<file path="src/c2b_pkg.sv">
// shared constants, register indexes and the cordic angle table for the beam gate
package c2b_pkg;

    localparam int MAX_BEAMS_DEF = 1024;
    localparam int CFG_W         = 18;
    localparam int IDX_W         = 3;
    localparam int CORDIC_STEPS  = 20;
    localparam int SQRT_STEPS    = 19;
    localparam int STEP_W        = 5;
    localparam int DIV_NUM_W     = 18;
    localparam int DIV_DEN_W     = 16;

    localparam logic [IDX_W-1:0] REG_SENSOR_X  = 3'd0;
    localparam logic [IDX_W-1:0] REG_SENSOR_Y  = 3'd1;
    localparam logic [IDX_W-1:0] REG_MIN_ANGLE = 3'd2;
    localparam logic [IDX_W-1:0] REG_MAX_ANGLE = 3'd3;
    localparam logic [IDX_W-1:0] REG_MIN_DIST  = 3'd4;
    localparam logic [IDX_W-1:0] REG_MAX_DIST  = 3'd5;
    localparam logic [IDX_W-1:0] REG_ANG_RES   = 3'd6;

    localparam logic signed [23:0] PI_Q20 = 24'sd3294199;

    // atan(2^-i) in q20 radians
    function automatic logic signed [23:0] atan_q20(input logic [STEP_W-1:0] i);
        logic signed [23:0] v;
        case (i)
            5'd0:    v = 24'sd823550;
            5'd1:    v = 24'sd486170;
            5'd2:    v = 24'sd256879;
            5'd3:    v = 24'sd130396;
            5'd4:    v = 24'sd65451;
            5'd5:    v = 24'sd32757;
            5'd6:    v = 24'sd16383;
            5'd7:    v = 24'sd8192;
            5'd8:    v = 24'sd4096;
            5'd9:    v = 24'sd2048;
            5'd10:   v = 24'sd1024;
            5'd11:   v = 24'sd512;
            5'd12:   v = 24'sd256;
            5'd13:   v = 24'sd128;
            5'd14:   v = 24'sd64;
            5'd15:   v = 24'sd32;
            5'd16:   v = 24'sd16;
            5'd17:   v = 24'sd8;
            5'd18:   v = 24'sd4;
            5'd19:   v = 24'sd2;
            default: v = 24'sd0;
        endcase
        return v;
    endfunction

endpackage

</file>
<file path="src/c2b_if.sv">
// valid/ready channels for sample points and beams
interface c2b_point_if;
    logic                valid;
    logic                ready;
    logic signed [17:0]  point_x;
    logic signed [17:0]  point_y;
    logic                first_point;
    modport source (output valid, point_x, point_y, first_point, input ready);
    modport sink   (input valid, point_x, point_y, first_point, output ready);
endinterface

interface c2b_beam_if;
    logic                valid;
    logic                ready;
    logic                beam_accepted;
    logic [17:0]         beam_range;
    logic signed [15:0]  beam_angle;
    logic [15:0]         beam_index;
    logic [9:0]          beam_slot;
    logic                list_full;
    modport source (output valid, beam_accepted, beam_range, beam_angle, beam_index,
                    beam_slot, list_full, input ready);
    modport sink   (input valid, beam_accepted, beam_range, beam_angle, beam_index,
                    beam_slot, list_full, output ready);
endinterface

</file>
<file path="src/c2b_div.sv">
// restoring divider, one quotient bit per cycle
module c2b_div #(
    parameter int NUM_W = c2b_pkg::DIV_NUM_W,
    parameter int DEN_W = c2b_pkg::DIV_DEN_W
) (
    input  logic             clk,
    input  logic             rst_n,
    input  logic             start,
    input  logic [NUM_W-1:0] numer,
    input  logic [DEN_W-1:0] denom,
    output logic             done,
    output logic [NUM_W-1:0] quot
);
    localparam int CNT_W = $clog2(NUM_W);

    logic             run_reg, run_next;
    logic             done_reg, done_next;
    logic [CNT_W-1:0] cnt_reg, cnt_next;
    logic [NUM_W-1:0] n_reg, n_next;
    logic [NUM_W-1:0] q_reg, q_next;
    logic [DEN_W:0]   rem_reg, rem_next;
    logic [DEN_W-1:0] d_reg, d_next;
    logic [DEN_W:0]   shifted;
    logic             fits;

    assign shifted = {rem_reg[DEN_W-1:0], n_reg[NUM_W-1]};
    assign fits    = shifted >= {1'b0, d_reg};

    always_comb
    begin
        run_next  = run_reg;
        done_next = 1'b0;
        cnt_next  = cnt_reg;
        n_next    = n_reg;
        q_next    = q_reg;
        rem_next  = rem_reg;
        d_next    = d_reg;
        if (start)
        begin
            run_next = 1'b1;
            cnt_next = '0;
            n_next   = numer;
            rem_next = '0;
            d_next   = denom;
        end
        else if (run_reg)
        begin
            n_next   = {n_reg[NUM_W-2:0], 1'b0};
            q_next   = {q_reg[NUM_W-2:0], fits};
            rem_next = fits ? shifted - {1'b0, d_reg} : shifted;
            cnt_next = cnt_reg + 1'b1;
            if (cnt_reg == CNT_W'(NUM_W - 1))
            begin
                run_next  = 1'b0;
                done_next = 1'b1;
            end
        end
    end

    always_ff @(posedge clk or negedge rst_n)
    begin
        if (!rst_n)
        begin
            run_reg  <= 1'b0;
            done_reg <= 1'b0;
            cnt_reg  <= '0;
        end
        else
        begin
            run_reg  <= run_next;
            done_reg <= done_next;
            cnt_reg  <= cnt_next;
        end
    end

    always_ff @(posedge clk)
    begin
        n_reg   <= n_next;
        q_reg   <= q_next;
        rem_reg <= rem_next;
        d_reg   <= d_next;
    end

    assign done = done_reg;
    assign quot = q_reg;
endmodule

</file>
<file path="src/cartesian_to_beam_gate_unit.sv">
// cartesian point to gated sensor beam converter, top level
// steps in order: square, cordic and sqrt iteration, gate, divide, output; the output step
//   waits while the beam channel is stalled
// one point at a time: a new beat is taken once the previous result is in the output register
// rejected points skip the divider
// reset: registers return to their listed defaults and the beam count clears
module cartesian_to_beam_gate_unit #(
    parameter int MAX_BEAMS = c2b_pkg::MAX_BEAMS_DEF
) (
    input  logic                           clk,
    input  logic                           rst_n,
    input  logic                           cfg_we,
    input  logic [c2b_pkg::IDX_W-1:0]      cfg_index,
    input  logic [c2b_pkg::CFG_W-1:0]      cfg_data,
    c2b_point_if.sink                      point,
    c2b_beam_if.source                     beam
);
    localparam int CNT_W = $clog2(MAX_BEAMS + 1);

    typedef enum logic [5:0] {
        ST_IDLE = 6'b000001,
        ST_SQ   = 6'b000010,
        ST_ITER = 6'b000100,
        ST_GATE = 6'b001000,
        ST_DIV  = 6'b010000,
        ST_OUT  = 6'b100000
    } state_t;

    state_t state_reg, state_next;

    logic signed [17:0] sensor_x_reg, sensor_y_reg;
    logic signed [15:0] min_angle_reg, max_angle_reg;
    logic [17:0]        min_dist_reg, max_dist_reg;
    logic [14:0]        ang_res_reg;

    logic [CNT_W-1:0]   count_reg;
    logic               phase_reg;
    logic [c2b_pkg::STEP_W-1:0] step_reg;

    logic signed [18:0] dx_reg, dy_reg;
    logic [36:0]        sum_reg;
    logic [36:0]        rem_reg, root_reg, bit_reg;
    logic signed [33:0] x_reg, y_reg;
    logic signed [23:0] z_reg;
    logic               pass_reg;
    logic [17:0]        range_reg;
    logic signed [15:0] angle_reg;

    logic               accept;
    logic signed [18:0] mul_a;
    logic signed [37:0] prod;
    logic [36:0]        trial;
    logic signed [33:0] xs, ys;
    logic signed [23:0] z_round;
    logic signed [16:0] ang17;
    logic [18:0]        range19;
    logic               pass;
    logic signed [17:0] num;
    logic [14:0]        res;
    logic [17:0]        div_numer;
    logic [15:0]        div_denom;
    logic               div_done;
    logic [17:0]        div_quot;
    logic               div_start;
    logic               out_free;
    logic [15:0]        index_reg;
    logic signed [18:0] dxn, dyn;

    assign accept   = point.valid && point.ready;
    assign point.ready = (state_reg == ST_IDLE);
    assign out_free = !beam.valid || beam.ready;

    // shared squarer
    assign mul_a = phase_reg ? dy_reg : dx_reg;
    assign prod  = mul_a * mul_a;

    assign trial = root_reg + bit_reg;
    assign xs    = x_reg >>> step_reg;
    assign ys    = y_reg >>> step_reg;

    assign z_round = z_reg + 24'sd64;
    assign ang17   = z_round[23:7];
    assign range19 = (rem_reg > root_reg) ? root_reg[18:0] + 19'd1 : root_reg[18:0];
    assign pass    = (ang17 >= 17'(min_angle_reg)) && (ang17 <= 17'(max_angle_reg))
                   && (range19 > {1'b0, min_dist_reg}) && (range19 < {1'b0, max_dist_reg});
    assign num       = 18'(ang17) - 18'(min_angle_reg);
    assign res       = (ang_res_reg == '0) ? 15'd1 : ang_res_reg;
    assign div_numer = {num[16:0], 1'b0} + {3'd0, res};
    assign div_denom = {res, 1'b0};
    assign div_start = (state_reg == ST_GATE) && pass;

    assign dxn = -dx_reg;
    assign dyn = -dy_reg;

    c2b_div u_div (
        .clk   (clk),
        .rst_n (rst_n),
        .start (div_start),
        .numer (div_numer),
        .denom (div_denom),
        .done  (div_done),
        .quot  (div_quot)
    );

    always_comb
    begin
        state_next = state_reg;
        unique case (state_reg)
            ST_IDLE: if (accept) state_next = ST_SQ;
            ST_SQ:   if (phase_reg) state_next = ST_ITER;
            ST_ITER: if (step_reg == c2b_pkg::STEP_W'(c2b_pkg::CORDIC_STEPS - 1))
                         state_next = ST_GATE;
            ST_GATE: state_next = pass ? ST_DIV : ST_OUT;
            ST_DIV:  if (div_done) state_next = ST_OUT;
            ST_OUT:  if (out_free) state_next = ST_IDLE;
            default: state_next = ST_IDLE;
        endcase
    end

    always_ff @(posedge clk or negedge rst_n)
    begin
        if (!rst_n)
        begin
            state_reg     <= ST_IDLE;
            sensor_x_reg  <= '0;
            sensor_y_reg  <= '0;
            min_angle_reg <= -16'sd25736;
            max_angle_reg <= 16'sd25736;
            min_dist_reg  <= '0;
            max_dist_reg  <= 18'd185364;
            ang_res_reg   <= 15'd143;
            count_reg     <= '0;
            phase_reg     <= 1'b0;
            step_reg      <= '0;
            beam.valid    <= 1'b0;
        end
        else
        begin
            state_reg <= state_next;
            if (cfg_we)
            begin
                unique case (cfg_index)
                    c2b_pkg::REG_SENSOR_X:  sensor_x_reg  <= cfg_data;
                    c2b_pkg::REG_SENSOR_Y:  sensor_y_reg  <= cfg_data;
                    c2b_pkg::REG_MIN_ANGLE: min_angle_reg <= cfg_data[15:0];
                    c2b_pkg::REG_MAX_ANGLE: max_angle_reg <= cfg_data[15:0];
                    c2b_pkg::REG_MIN_DIST:  min_dist_reg  <= cfg_data;
                    c2b_pkg::REG_MAX_DIST:  max_dist_reg  <= cfg_data;
                    c2b_pkg::REG_ANG_RES:   ang_res_reg   <= cfg_data[14:0];
                    default: ;
                endcase
            end
            if (accept && point.first_point)
                count_reg <= '0;
            if (state_reg == ST_IDLE)
                phase_reg <= 1'b0;
            else if (state_reg == ST_SQ)
                phase_reg <= 1'b1;
            if (state_reg == ST_ITER)
                step_reg <= step_reg + 1'b1;
            else
                step_reg <= '0;
            if ((state_reg == ST_OUT) && out_free)
            begin
                beam.valid <= 1'b1;
                if (pass_reg && (count_reg < CNT_W'(MAX_BEAMS)))
                    count_reg <= count_reg + 1'b1;
            end
            else if (beam.valid && beam.ready)
                beam.valid <= 1'b0;
        end
    end

    always_ff @(posedge clk)
    begin
        if (accept)
        begin
            dx_reg <= 19'(point.point_x) - 19'(sensor_x_reg);
            dy_reg <= 19'(point.point_y) - 19'(sensor_y_reg);
        end
        if (state_reg == ST_SQ)
        begin
            if (!phase_reg)
            begin
                sum_reg <= prod[36:0];
                // left half plane is folded over by a half turn
                if (dx_reg < 0)
                begin
                    x_reg <= 34'(dxn) <<< 12;
                    y_reg <= 34'(dyn) <<< 12;
                    z_reg <= (dy_reg >= 0) ? c2b_pkg::PI_Q20 : -c2b_pkg::PI_Q20;
                end
                else
                begin
                    x_reg <= 34'(dx_reg) <<< 12;
                    y_reg <= 34'(dy_reg) <<< 12;
                    z_reg <= '0;
                end
            end
            else
            begin
                rem_reg  <= sum_reg + prod[36:0];
                root_reg <= '0;
                bit_reg  <= 37'd1 << 36;
            end
        end
        if (state_reg == ST_ITER)
        begin
            if (y_reg >= 0)
            begin
                x_reg <= x_reg + ys;
                y_reg <= y_reg - xs;
                z_reg <= z_reg + c2b_pkg::atan_q20(step_reg);
            end
            else
            begin
                x_reg <= x_reg - ys;
                y_reg <= y_reg + xs;
                z_reg <= z_reg - c2b_pkg::atan_q20(step_reg);
            end
            if (step_reg < c2b_pkg::STEP_W'(c2b_pkg::SQRT_STEPS))
            begin
                if (rem_reg >= trial)
                begin
                    rem_reg  <= rem_reg - trial;
                    root_reg <= (root_reg >> 1) + bit_reg;
                end
                else
                    root_reg <= root_reg >> 1;
                bit_reg <= bit_reg >> 2;
            end
        end
        if (state_reg == ST_GATE)
        begin
            pass_reg  <= pass;
            range_reg <= range19[17:0];
            angle_reg <= ang17[15:0];
        end
        if (div_done)
            index_reg <= div_quot[15:0];
        if ((state_reg == ST_OUT) && out_free)
        begin
            if (pass_reg)
            begin
                beam.beam_range <= range_reg;
                beam.beam_angle <= angle_reg;
                beam.beam_index <= index_reg;
                if (count_reg < CNT_W'(MAX_BEAMS))
                begin
                    beam.beam_accepted <= 1'b1;
                    beam.beam_slot     <= 10'(count_reg);
                    beam.list_full     <= 1'b0;
                end
                else
                begin
                    beam.beam_accepted <= 1'b0;
                    beam.beam_slot     <= '0;
                    beam.list_full     <= 1'b1;
                end
            end
            else
            begin
                beam.beam_accepted <= 1'b0;
                beam.list_full     <= 1'b0;
                beam.beam_slot     <= '0;
                beam.beam_range    <= '0;
                beam.beam_angle    <= '0;
                beam.beam_index    <= '0;
            end
        end
    end
endmodule
</file>
<file path="src/flat_wrapper.sv">
// flat-port wrapper written by rule: the top's interface ports become plain ports
module cartesian_to_beam_gate_unit_flat 
#(
    parameter int MAX_BEAMS = c2b_pkg::MAX_BEAMS_DEF
)
  (clk, rst_n, cfg_we, cfg_index, cfg_data, point_valid, point_point_x, point_point_y, point_first_point, point_ready, beam_valid, beam_beam_accepted, beam_beam_range, beam_beam_angle, beam_beam_index, beam_beam_slot, beam_list_full, beam_ready);
  c2b_point_if point_i ();
  c2b_beam_if beam_i ();
  input  logic clk;
  input  logic rst_n;
  input  logic cfg_we;
  input  logic [c2b_pkg::IDX_W-1:0] cfg_index;
  input  logic [c2b_pkg::CFG_W-1:0] cfg_data;
  input wire logic [$bits(point_i.valid)-1:0] point_valid;
  input wire logic [$bits(point_i.point_x)-1:0] point_point_x;
  input wire logic [$bits(point_i.point_y)-1:0] point_point_y;
  input wire logic [$bits(point_i.first_point)-1:0] point_first_point;
  output wire logic [$bits(point_i.ready)-1:0] point_ready;
  output wire logic [$bits(beam_i.valid)-1:0] beam_valid;
  output wire logic [$bits(beam_i.beam_accepted)-1:0] beam_beam_accepted;
  output wire logic [$bits(beam_i.beam_range)-1:0] beam_beam_range;
  output wire logic [$bits(beam_i.beam_angle)-1:0] beam_beam_angle;
  output wire logic [$bits(beam_i.beam_index)-1:0] beam_beam_index;
  output wire logic [$bits(beam_i.beam_slot)-1:0] beam_beam_slot;
  output wire logic [$bits(beam_i.list_full)-1:0] beam_list_full;
  input wire logic [$bits(beam_i.ready)-1:0] beam_ready;
  assign point_i.valid = point_valid;
  assign point_i.point_x = point_point_x;
  assign point_i.point_y = point_point_y;
  assign point_i.first_point = point_first_point;
  assign point_ready = point_i.ready;
  assign beam_valid = beam_i.valid;
  assign beam_beam_accepted = beam_i.beam_accepted;
  assign beam_beam_range = beam_i.beam_range;
  assign beam_beam_angle = beam_i.beam_angle;
  assign beam_beam_index = beam_i.beam_index;
  assign beam_beam_slot = beam_i.beam_slot;
  assign beam_list_full = beam_i.list_full;
  assign beam_i.ready = beam_ready;
  cartesian_to_beam_gate_unit #(.MAX_BEAMS(MAX_BEAMS)) u_core (.clk(clk), .rst_n(rst_n), .cfg_we(cfg_we), .cfg_index(cfg_index), .cfg_data(cfg_data), .point(point_i), .beam(beam_i));
endmodule
</file>
<file path="config.mk">
export PLATFORM = sky130hd
export DESIGN_NAME = cartesian_to_beam_gate_unit_flat
export DESIGN_NICKNAME = d
export VERILOG_FILES = /design/src/c2b_pkg.sv /design/src/c2b_if.sv /design/src/c2b_div.sv /design/src/cartesian_to_beam_gate_unit.sv /design/src/flat_wrapper.sv
export SDC_FILE = /design/constraint.sdc
export NUM_CORES = 2
export LEC_CHECK = 0
export ABC_AREA = 0
export ABC_CLOCK_PERIOD_IN_PS = 11900
export BUFFER_PORTS_ARGS = -buffer_cell sky130_fd_sc_hd__buf_2
export CORE_AREA = 8 8 368 370
export CTS_BUF_LIST = sky130_fd_sc_hd__clkbuf_8
export DETAILED_ROUTE_END_ITERATION = 10
export DIE_AREA = 0 0 376 378
export SYNTH_ARGS = -nofsm -noshare
export SYNTH_HDL_FRONTEND = slang
export SYNTH_SLANG_ARGS = --single-unit
export TNS_END_PERCENT = 100
</file>
<file path="constraint.sdc">
create_clock -name clk -period 11.9 [get_ports clk]
set_clock_uncertainty 0.05 [all_clocks]
set_input_delay 2.38 -clock clk [delete_from_list [all_inputs] [get_ports clk]]
set_output_delay 2.38 -clock clk [all_outputs]
set_load 0.005 [all_outputs]
</file>
==> flow_metrics.env <==
export IMPL_synth_top_family_by_area="adder cells"
export IMPL_clk_latency_ns=0.84
export IMPL_ys_types=110
export IMPL_antenna_left=0
export IMPL_r2r_cells=31
export IMPL_root_buffer="clkbuf_8"
export IMPL_grtUsageTotal=0.2247
export IMPL_min_path_type="flip-flop to flip-flop"
export IMPL_synth_adder_area_share=0.2337
export IMPL_hp_start="u_core.u_div.quot[8]"
export IMPL_drv_cap=0
export IMPL_worstPathArrival_ns=11.17
export IMPL_cts_repair_resized=0
export IMPL_r2r_end="u_core.rem_reg[36]"
export IMPL_slew_violations=0
export IMPL_setup_viol=0
export IMPL_synthMostInstantiatedCell="inv_1"
export IMPL_grt_max_degree=102
export IMPL_synth_area_top_cells="edfxtp_1, fa_1, ha_1"
export IMPL_dieHeight_um=378
export IMPL_gr_usage_met2=0.3601
export IMPL_setup_worst_path_start_class="flip-flop"
export IMPL_async_flop_share=0.2479
export IMPL_r2r_setup_slack_ns=1.36
export IMPL_relSlewSlack=0.2592
export IMPL_antenna_found_initial=4
export IMPL_die_width_um=376
export IMPL_grt_first_pass_wirelength_um=255500
export IMPL_synth_nets=7079
export IMPL_vias_per_cell=5.688
export IMPL_post_route_period_util=0.8858
export IMPL_fin_setup_tns_ns=0
export IMPL_finalHoldViolations=0
export IMPL_cp_max_fo=18
export IMPL_grt_pass1_vias=45185
export IMPL_synth_compound_area_frac=0.1623
export IMPL_drive_gt1_frac=0.1019
export IMPL_clk_pin_slew_ns=0.06
export IMPL_first_pass_iters=9
export IMPL_use_met1=0.3195
export IMPL_pin_count=127
export IMPL_rows=133
export IMPL_period_minus_slack_ns=10.54
export IMPL_post_cts_setup_buffers=0
export IMPL_cpLargestDelayFamily="adder cells"
export IMPL_cts_hold_buf=0
export IMPL_r2r_start="u_core.phase_reg"
export IMPL_worst_pin_slew_ns=1.083
export IMPL_critical_path_class="flip-flop to flip-flop"
export IMPL_synthXorXnorAreaFrac=0.06623
export IMPL_ctsLongestPathBuffers=3
export IMPL_synth_top_cell_area_share=0.1701
export IMPL_utilization=0.4827
export IMPL_fmax_mhz=94.86
export IMPL_vias=45922
export IMPL_crit_top_cell="fa_1"
export IMPL_nets=7156
export IMPL_cts_sinks=605
export IMPL_h_tree_depth=3
export IMPL_syn_inst=6138
export IMPL_rsz0062_at_grt="no"
export IMPL_ys_ff_latch=605
export IMPL_cts_buffers=111
export IMPL_slowest_stage="dfrtp_1"
export IMPL_path_buf_inv=4
export IMPL_ys_warn_count=0
export IMPL_hold_path_depth=0
export IMPL_cp_required_ns=12.53
export IMPL_cts_tree="done"
export IMPL_routedWlPerCell_um=20.17
export IMPL_drc=0
export IMPL_initial_core_util=0.4451
export IMPL_crit_path_end_kind="flip-flop"
export IMPL_use_met3=0.03248
export IMPL_routed_wl_um=162800
export IMPL_yosys_area_top_type="edfxtp_1"
export IMPL_status="finished clean"
export IMPL_dpl_hpwl_um=125000
export IMPL_num_fill_cells=12494
export IMPL_core_region_area_mm2=0.1301
export IMPL_min_to="u_core.index_reg[8]"
export IMPL_port_buffers=126
export IMPL_synthToLayoutAreaGrowth_pct=8.449
export IMPL_synth_area_mm2=0.05792
export IMPL_dieArea_mm2=0.1421
export IMPL_max_stage_delay_ns=0.87
export IMPL_ys_flop_type="edfxtp_1"
export IMPL_synth_common_cells="inv_1, ha_1, nand2_1"
export IMPL_synth_edf_count=328
export IMPL_ys_seq_area_frac=0.2793
export IMPL_avgSynthCellArea_um2=9.436
export IMPL_synthSimpleGateAreaFrac=0.1333
export IMPL_gp_congestion=0.9404
export IMPL_post_synth_mux_area_share=0.06565
export IMPL_drt_initial_drc_count=3734
export IMPL_top_usage_layer="met2"
export IMPL_globalRouteOverflowTotal=0
[per-layer routing]
metal | wire length, µm | vias up
li1 | - | 21852
met3 | 10660 | 217
met1 | 74570 | 22587
met5 | 0 | -
met4 | 3741 | 0
met2 | 73880 | 1266
[logic make-up (layout without fill, tap and decap cells)]
logic type | Yosys count | count (layout)
AND/OR/NAND/NOR | 1617 | 1617
flip-flops | 605 | 605
other | 0 | 5
multiplexers | 267 | 267
buffers and inverters | 886 | 1061
AO/OA/AOI/OAI | 1447 | 1447
adder cells (fa/ha/maj) | 878 | 878
XOR/XNOR | 438 | 438
[layout by cell type, fill, tap and decap left out, types with 125 or more instances in the layout]
cell	instances
inv_1	705
ha_1	538
nand2_1	503
nor2_1	442
o21ai_0	362
a21oi_1	353
fa_1	340
edfxtp_1	328
xnor2_1	289
a21o_1	156
xor2_1	149
clkbuf_8	130
dfxtp_1	127
buf_2	125
[layout make-up]
| type | count | area, µm² | share of cell area |
|---|---|---|---|
| multi-input cells | 4647 | 38380 | 0.6110 |
| flip-flops and latches | 605 | 16190 | 0.2577 |
| inverters | 672 | 2522 | 0.04016 |
| well taps | 1755 | 2196 | 0.03496 |
| clock buffers | 130 | 1789 | 0.02849 |
| repair buffers | 178 | 1027 | 0.01635 |
| clock inverters | 81 | 696.9 | 0.01110 |
| diodes | 5 | 12.51 | 0.0001992 |
[per-stage QoR]
stage	hold WS (ns)	setup WS [ns]	area, µm²	cells
finish	0.3909	1.359	62810	8073
global placement	0.3837	1.695	60310	7857
global route	0.4113	0.6816	62800	8070
CTS	0.4002	1.522	62800	8068
detailed placement	0.3721	1.548	60310	7857
floorplan	0.3503	2.587	57920	6138
[worst max path at each step]
stage	cells after the start	startpoint	end	slack, ns
final	31	u_core.phase_reg	u_core.rem_reg[36]	1.36
after floorplan	34	u_core.phase_reg	u_core.rem_reg[36]	2.59
after CTS	31	u_core.phase_reg	u_core.rem_reg[36]	1.52
after global placement	32	u_core.phase_reg	u_core.rem_reg[36]	1.70
after global routing	32	u_core.phase_reg	u_core.rem_reg[36]	0.68
after detailed placement	31	u_core.phase_reg	u_core.rem_reg[36]	1.55
Power is not shown: default switching activity piles up to over one toggle a cycle in this logic, so the estimate is an artifact.
